$ cat src/rtl/bfa_pkg.sv
package bfa_pkg;

	localparam int unsigned NUM_BLOCKS_DEF  = 32768;
	localparam int unsigned BLOCK_BYTES_DEF = 4096;
	localparam int unsigned MEMORY_KIB_W    = 18;
	localparam logic [MEMORY_KIB_W-1:0] MEMORY_KIB_RST = 18'd131072;
	localparam int unsigned CMD_W   = 3;
	localparam int unsigned ADDR_W  = 32;
	localparam int unsigned LEN_W   = 32;
	localparam int unsigned CNT_W   = 16;
	localparam int unsigned WORD_W  = 32;
	localparam int unsigned QDEPTH  = 2;

	typedef enum logic [CMD_W-1:0] {
		CMD_RESET_MAP   = 3'd0,
		CMD_FREE_REGION = 3'd1,
		CMD_RESERVE     = 3'd2,
		CMD_ALLOC       = 3'd3,
		CMD_FREE        = 3'd4,
		CMD_BAD5        = 3'd5,
		CMD_BAD6        = 3'd6,
		CMD_BAD7        = 3'd7
	} cmd_t;

	typedef enum logic [1:0] {
		OP_INIT,
		OP_MARK,
		OP_ALLOC,
		OP_NONE
	} op_t;

	typedef struct packed {
		op_t         op;
		logic        val;
		logic        set0;
		logic [31:0] first;
		logic [32:0] count;
	} job_t;

	typedef enum logic [2:0] {
		ST_IDLE,
		ST_INIT,
		ST_MARK_RD,
		ST_MARK_WR,
		ST_SCAN,
		ST_SET0,
		ST_DONE
	} state_t;

endpackage

$ cat src/rtl/bfa_if.sv
interface bfa_req_if;
	logic                         valid;
	logic                         ready;
	logic [bfa_pkg::CMD_W-1:0]    cmd;
	logic [bfa_pkg::ADDR_W-1:0]   address;
	logic [bfa_pkg::LEN_W-1:0]    length;
	modport source(output valid, cmd, address, length, input ready);
	modport sink(input valid, cmd, address, length, output ready);
endinterface


$ cat src/rtl/bfa_front.sv
module bfa_front #(
	parameter int unsigned BLOCK_BYTES = bfa_pkg::BLOCK_BYTES_DEF
) (
	input  logic           clk,
	input  logic           arst_n,
	bfa_req_if.sink        req,
	output logic           job_valid,
	input  logic           job_ready,
	output bfa_pkg::job_t  job
);
	localparam int unsigned SH = $clog2(BLOCK_BYTES);

	bfa_pkg::job_t q_q [bfa_pkg::QDEPTH];
	logic [0:0] wp_q, rp_q;
	logic [1:0] cnt_q;
	bfa_pkg::job_t nj;

	always_comb begin
		nj = '0;
		nj.first = req.address >> SH;
		nj.count = {1'b0, req.length >> SH};
		unique case (bfa_pkg::cmd_t'(req.cmd))
			bfa_pkg::CMD_RESET_MAP: nj.op = bfa_pkg::OP_INIT;
			bfa_pkg::CMD_FREE_REGION: begin
				nj.op = bfa_pkg::OP_MARK;
				nj.set0 = 1'b1;
			end
			bfa_pkg::CMD_RESERVE: begin
				nj.op = bfa_pkg::OP_MARK;
				nj.val = 1'b1;
			end
			bfa_pkg::CMD_ALLOC: begin
				nj.op = bfa_pkg::OP_ALLOC;
				nj.val = 1'b1;
				nj.count = {1'b0, req.length};
			end
			bfa_pkg::CMD_FREE: begin
				nj.op = bfa_pkg::OP_MARK;
				nj.count = {1'b0, req.length};
			end
			default: nj.op = bfa_pkg::OP_NONE;
		endcase
	end

	assign req.ready = (cnt_q != 2'(bfa_pkg::QDEPTH));
	assign job_valid = (cnt_q != 2'd0);
	assign job = q_q[rp_q];

	always_ff @(posedge clk) begin
		if (req.valid && req.ready) q_q[wp_q] <= nj;
	end

	always_ff @(posedge clk or negedge arst_n) begin
		if (!arst_n) begin
			wp_q <= '0;
			rp_q <= '0;
			cnt_q <= '0;
		end else begin
			if (req.valid && req.ready) wp_q <= wp_q + 1'b1;
			if (job_valid && job_ready) rp_q <= rp_q + 1'b1;
			cnt_q <= cnt_q + 2'(req.valid && req.ready) - 2'(job_valid && job_ready);
		end
	end
endmodule

$ cat src/flat_wrapper.sv
// flat-port wrapper written by rule: the top's interface ports become plain ports
module bfa_front_flat 
#(
	parameter int unsigned BLOCK_BYTES = bfa_pkg::BLOCK_BYTES_DEF
)
  (clk, arst_n, job_valid, job_ready, job, req_valid, req_cmd, req_address, req_length, req_ready);
  bfa_req_if req_i ();
  input  logic clk;
  input  logic arst_n;
  output logic job_valid;
  input  logic job_ready;
  output bfa_pkg::job_t job;
  input wire logic [$bits(req_i.valid)-1:0] req_valid;
  input wire logic [$bits(req_i.cmd)-1:0] req_cmd;
  input wire logic [$bits(req_i.address)-1:0] req_address;
  input wire logic [$bits(req_i.length)-1:0] req_length;
  output wire logic [$bits(req_i.ready)-1:0] req_ready;
  assign req_i.valid = req_valid;
  assign req_i.cmd = req_cmd;
  assign req_i.address = req_address;
  assign req_i.length = req_length;
  assign req_ready = req_i.ready;
  bfa_front #(.BLOCK_BYTES(BLOCK_BYTES)) u_core (.clk(clk), .arst_n(arst_n), .req(req_i), .job_valid(job_valid), .job_ready(job_ready), .job(job));
endmodule
$ cat config.mk
export PLATFORM = sky130hd
export DESIGN_NAME = bfa_front_flat
export DESIGN_NICKNAME = d
export VERILOG_FILES = /design/src/rtl/bfa_pkg.sv /design/src/rtl/bfa_if.sv /design/src/rtl/bfa_front.sv /design/src/flat_wrapper.sv
export SDC_FILE = /design/constraint.sdc
export NUM_CORES = 1
export LEC_CHECK = 0
export ABC_AREA = 0
export BUFFER_PORTS_ARGS = -buffer_cell sky130_fd_sc_hd__buf_2
export CAP_MARGIN = 10
export CELL_PAD_IN_SITES_DETAIL_PLACEMENT = 1
export CELL_PAD_IN_SITES_GLOBAL_PLACEMENT = 1
export CORE_ASPECT_RATIO = 1.5
export CORE_MARGIN = 2
export CORE_UTILIZATION = 43
export CTS_CLUSTER_DIAMETER = 50
export DETAILED_ROUTE_END_ITERATION = 7
export PLACE_DENSITY_LB_ADDON = 0.1
export SYNTH_ARGS = -nofsm -noshare
export SYNTH_HDL_FRONTEND = slang
export SYNTH_SLANG_ARGS = --single-unit
$ cat constraint.sdc
create_clock -name clk -period 4.4 [get_ports clk]
set_clock_uncertainty 0.15 [all_clocks]
set_input_delay 1.32 -clock clk [delete_from_list [all_inputs] [get_ports clk]]
set_output_delay 1.32 -clock clk [all_outputs]
set_load 0.1 [all_outputs]
## Yosys cells after proc, flatten, opt, wreduce, memory -nomap -nowiden

Memories as Yosys holds them, arrays and structs flattened.
Cells that the tools add are included.

- Add/subtract/negate cells: 4
- Mux-type cells: 6
- Reductions and logical operators: 7
- Equality and inequality tests: 5

Operator list:

| kind | number |
|---|---|
| 32-bit 2-to-1 mux | 1 |
| 3-bit by 2-bit equality test with 1-bit output (second input constant) | 2 |
| 2-bit one-hot mux with 3 select lines | 1 |
| 1-bit 2-to-1 mux | 4 |
| 2-bit OR reduction | 2 |
| 3-bit by 1-bit equality test with 1-bit output (second input constant) | 1 |
| 3-bit equality test (second input constant) | 1 |
| 3-bit zero test | 1 |
| 3-bit OR reduction | 1 |
| 1-bit adder (second input constant) | 2 |
| 2-bit by 1-bit adder with 2-bit output | 1 |
| 1-bit logical AND | 2 |
| 2-bit != test (second input constant) | 1 |
| 2-bit nonzero test | 1 |
| 2-bit by 1-bit subtractor with 2-bit output | 1 |

- Memories: 1
- Register bits: 4
- Memory bits (writable): 112

Memory list:

| memory | words | bits a word | rd ports | clocked after Yosys merged registers in | write ports | line | source |
|---|---|---|---|---|---|---|---|
| u_core.q_q | 2 | 56 | 1 | 0 | 1 | bfa_front.sv:13 | `bfa_pkg::job_t q_q [bfa_pkg::QDEPTH];` |

## Logic depth before layout (Yosys ltp)

Gate-level depths: netlist of run 1.

- Word-level depth: 4
- Mapped depth: 7
- Gate-level depth less buffers: 7

## Worst setup path before layout of run 1

Ideal clock, no wire load.

- Kind: input-to-reg
- Start: in req_valid
- End: mem u_core.q_q[0][0] in the netlist's numbering (enable)
- Arrival: 3.806 ns
- Stages on the path: 2
- Setup time: 0.470 ns
- Slack: -0.026 ns
- Cell sequence: nand2_1 > nor2_1

- Longest elaborated chain between the ends: 3

RTL lines:

| element | line | source |
|---|---|---|
| start: declaration | flat_wrapper.sv:13 | `input wire logic [$bits(req_i.valid)-1:0] req_valid;` |
| 1-bit logical AND | bfa_front.sv:50 | `if (req.valid && req.ready) q_q[wp_q] <= nj;` |
| 1-bit 2-to-1 mux | bfa_front.sv:50 |  |
| 1-bit 2-to-1 mux (not written as such) | bfa_front.sv:50 |  |
| end: declaration | bfa_front.sv:13 |  |

Every way passes these cells.

==> flow_summary.ini, run 1 <==
[run_status]
outcome = complete, no violations

[synthesis]
ys.warnings.count = 0
yosys.area.top_type = edfxtp_1
synth_seq_cells = 116
yosysMostFrequentCell = edfxtp_1
synth_area_mm2 = 0.00490
syn_area_per_cell_um2 = 17.9
synth_edf_count = 112
synth.yosys.seq_area_share_pct = 70.7
synthCells = 273
synth-main-ff-cell = edfxtp_1
async_reset_ff_share_pct = 3.45
yosys-top-cells-count = 112 x edfxtp_1, 63 x mux2_2, 13 x and2_1, 13 x buf_4, 10 x mux2_4
yosys.area.top_type_share_pct = 68.6
synth_cell_types = 29
synth.top_cells.by_area = edfxtp_1 69%, mux2_2 14%, mux2_4 3.1%, dfrtp_1 2.0%, buf_4 2.0%

[global_route]
grtUsageTotal_pct = 16.4
grt_pass1_vias = 2932
antenna_found_initial = 0
grt_max_degree = 42
grt_first_pass_wirelength_um = 15000
grt.overflow.total = 0

[route]
finalWirelength_um = 9470
dr.pass1.iters = 5
drtAntennaViolNets = 0
wl_per_cell_um = 17.0
viasPerCell = 4.83
drc = 0
drtIter0Drc = 93
vias = 2691

[setup_path]
cp-start-kind = register
worstPathMaxFanout = 41
crit_start = u_core.rp_q
cp-end-kind = primary output
regToRegStartpoint = u_core.cnt_q[1]
crit_required_ns = 2.93
worstPathArrival_ns = 2.05
worstSetupPathType = reg2out

[sta]
rsz0062_at_grt = false
fin_crit_sh_pct = 80.1
slew_headroom_pct = 45.5
drv_slew = 0
max_freq_mhz = 284
tightest_slew_ns = 0.814
setup_tns_ns = 0
min_period_ns = 3.52
report.final.hold_viol_count = 0
finalSetupViolCount = 0

[finish]
drive_gt1_share_pct = 55.6
register_area_mm2 = 0.00346
syn2layout_area_growth_pct = 26.8
diodes = 0
fill_cells = 1102
nets = 470
final_cell_area_mm2 = 0.00621
multiInputGateArea_mm2 = 0.00130
final_cells = 557

[place]
dp_cells = 525
place.gp.congestion = 0.681
place_area_mm2 = 0.00560
port_buffers = 116
post-dp-hpwl_um = 6280

[die]
dieArea_mm2 = 0.0123
die_h_um = 135
die_w_um = 91.2
ios = 142
start_util_pct = 44.3
rows = 47
core-area_mm2 = 0.0111

[clock_tree]
postCtsSetupRepairBufs = 0
cts.sink_count = 116
cts.htree.levels = 4
ctsResizeCount = 0
cts_buffer_depth = 2
root_buffer = clkbuf_16
cts_tree = built
path_clk_slew_ns = 0.05
clk_latency_ns = 0.40
numCtsBuffers = 17
ctsHoldBuffers = 0

[hold_path]
min-delay-start = u_core.cnt_q[1]
hold_path.class = reg2reg

[job]
drv_cap = 0
## placed cells by master (no fill, tap or decap), types with 2 or more instances in the layout
cell	n
nor3b_1	4
conb_1	13
o21ai_4	2
ha_1	2
and2_1	13
clkinvlp_4	4
mux2_2	63
xnor2_1	3
nand2b_1	2
buf_2	116
nor2b_1	7
dfrtp_1	3
nor3_1	3
o21ai_0	6
clkinv_1	3
mux2_4	10
clkinv_2	2
o311a_1	3
clkinv_4	2
bufinv_16	4
inv_1	3
buf_12	3
clkbuf_16	17
edfxtp_1	112
## critical path, cell delays in order, from the launching register on
cell	delay, ns
dfrtp_2	0.65
buf_12	0.31
mux2_2	0.37
buf_2	0.29
## flip-flops by register name, summed over array words and instances (netlist names)
name and count:
u_core.cnt_q 2, u_core.rp_q 1, u_core.q_q 112, u_core.wp_q 1
## through the flow
stage | util, % | hold WS (ns) | setup slack, ns
floorplan | - | 0.310 | 0.913
global placement | 50.7 | 0.334 | 1.19
detailed placement | 50.7 | 0.342 | 1.16
CTS | 56.2 | 0.350 | 0.830
global route | 56.2 | 0.381 | 0.767
finish | 56.2 | 0.344 | 0.876
## layout make-up
cell class / count / area share (%)
multi-input combinational: 140 / 20.9
timing repair buffer: 119 / 10.3
clock inverter: 15 / 3.04
clock buffer: 17 / 6.85
tap: 147 / 2.96
inverter: 3 / 0.181
sequential: 116 / 55.7
## logic make-up after synthesis
kind of cell,share of synthesized area [%]
flip-flops,70.7
multiplexers,17.5
AND/OR/NAND/NOR,4.39
buffers and inverters,3.88
AO/OA/AOI/OAI,2.20
XOR/XNOR,0.715
adder cells (fa/ha/maj),0.511
other,0.0765
## layer usage
| layer | vias up | GRT usage (%) | routed length [um] |
|---|---|---|---|
| met5 | - | 0 | 0 |
| met3 | 8 | 5.08 | 530 |
| met4 | 0 | 8.16 | 148 |
| li1 | 1264 | - | - |
| met1 | 1325 | 17.1 | 3520 |
| met2 | 94 | 29.5 | 5270 |
## worst paths after layout
check                                     to  slack (ns)  cells after the start
max in group asynchronous        u_core.rp_q        3.40                      1
hold / removal               u_core.cnt_q[1]        0.34                      1
min in group asynchronous        u_core.wp_q        0.56                      1
setup reg to reg           u_core.q_q[1][50]        2.45                      3
setup / recovery                      job[0]        0.88                      3
hold reg to reg              u_core.cnt_q[1]        0.34                      1
Power of run 1 is not shown: default switching activity piles up to over one toggle a cycle in this logic, so the estimate is an artifact.
==> run 2: changes to the inputs <==
- clock period: 4.4 -> 3.56 ns (I/O delays scaled with it)
==> flow_summary.ini, run 2 (same netlist as run 1, synthesis figures left out) <==
[setup_path]
crit_required_ns = 2.34
max_stage_delay_ns = 0.59
worstPathArrival_ns = 2.01
r2r_slack_ns = 1.59
worstPathMaxFanout = 19
r2r_cells = 7
worstSetupPathType = reg2out
slowest_stage = dfrtp_2
cp-end-kind = primary output
crit_path_cell_trace = buf_4 > mux2_2 > buf_2
regToRegStartpoint = u_core.cnt_q[1]
r2r_end = u_core.cnt_q[1]
cp-start-kind = register

[finish]
syn2layout_area_growth_pct = 27.3
final_cells = 560
nets = 473
top_register = u_core.q_q
mostFrequentLayoutCells = 116 x buf_2, 112 x edfxtp_1, 63 x mux2_2, 17 x clkbuf_16
final_common_cell = buf_2
diodes = 0
drive_gt1_share_pct = 56.2
largest_reg_flops = 112
reg.largest.list = u_core.q_q (112), u_core.cnt_q (2)

[global_route]
grtUsageTotal_pct = 16.8
grt_first_pass_wirelength_um = 15400
antenna_found_initial = 0
grt_max_degree = 57
grt_pass1_vias = 2970
grt.overflow.total = 0

[sta]
tightest_slew_ns = 0.522
rsz0062_at_grt = false
finalSetupViolCount = 0
max_freq_mhz = 310
slew_headroom_pct = 65.4
min_period_ns = 3.22
setup_tns_ns = 0
drv_slew = 0
fin_crit_sh_pct = 90.5
report.final.hold_viol_count = 0
fin_hold_ws_ns = 0.305

[route]
finalWirelength_um = 9740
met2WireLength_um = 5360
viasPerCell = 4.90
vias = 2742
drtAntennaViolNets = 0
dr.max_layer_used = met4
drtIter0Drc = 100
drc = 0
wl_per_cell_um = 17.4
met3_length_um = 574
met1Wirelength_um = 3650
dr.pass1.iters = 4

[clock_tree]
cts.htree.levels = 4
ctsResizeCount = 0
cts_tree = built
numCtsBuffers = 17
clk_latency_ns = 0.41
root_buffer = clkbuf_16
ctsHoldBuffers = 0
cts_buffer_depth = 2
postCtsSetupRepairBufs = 0
cts.sink_count = 116
path_clk_slew_ns = 0.05

[die]
die_h_um = 135
start_util_pct = 44.3
die_w_um = 91.2
rows = 47
ios = 142
core-area_mm2 = 0.0111
dieArea_mm2 = 0.0123

[place]
place.gp.congestion = 0.713
port_buffers = 116
post-dp-hpwl_um = 6400
dp_cells = 528

[run_status]
outcome = complete, no violations

[job]
drv_cap = 0

[hold_path]
hold_path.class = in2async
## run 2: changes by cell type in the layout (fill, tap and decap cells not counted), sizes merged
cell	delta
clkinv	-1
clkbuf	+1
buf	+3
## run 2: critical path, delay by kind of cell, from the launching register on
family,cells,cell delay [ns]
buf+inv,2,0.63
flops,1,0.59
mux,1,0.37
## run 2: layout make-up
cell class / instances / area, um^2
Clock buffer: 18 / 429
Clock inverter: 14 / 186
Fill cell: 1110 / 4820
Inverter: 3 / 11.3
Multi-Input combinational cell: 140 / 1300
Sequential cell: 116 / 3460
Tap cell: 147 / 184
Timing Repair Buffer: 122 / 663
## run 2: layer usage
metal  vias up  track usage, %
met3        11            6.25
met1      1362            17.0
li1       1266               -
met4         0            7.58
met5         -               0
met2       103            30.7
## run 2: how the worst max path moves through the flow
stage	end	start	depth (start not counted)	slack (ns)
2_1_floorplan	u_core.q_q[0][0]	u_core.cnt_q[0]	3	0.1
3_3_place_gp	job[28]	u_core.rp_q	3	0.73
3_5_place_dp	job[28]	u_core.rp_q	3	0.72
4_1_cts	job[29]	u_core.rp_q	3	0.28
5_1_grt	job[37]	u_core.rp_q	3	0.22
6_report	job[28]	u_core.rp_q	3	0.34
## run 2: through the flow
stage          setup WS [ns]  util, %  area (um^2)
2_1_floorplan         0.0996        -         4950
3_3_place_gp           0.734     50.9         5620
3_5_place_dp           0.719     50.9         5620
4_1_cts                0.279     56.4         6240
5_1_grt                0.225     56.4         6240
6_report               0.337     56.4         6240
Power of run 2 is left out for the same reason.
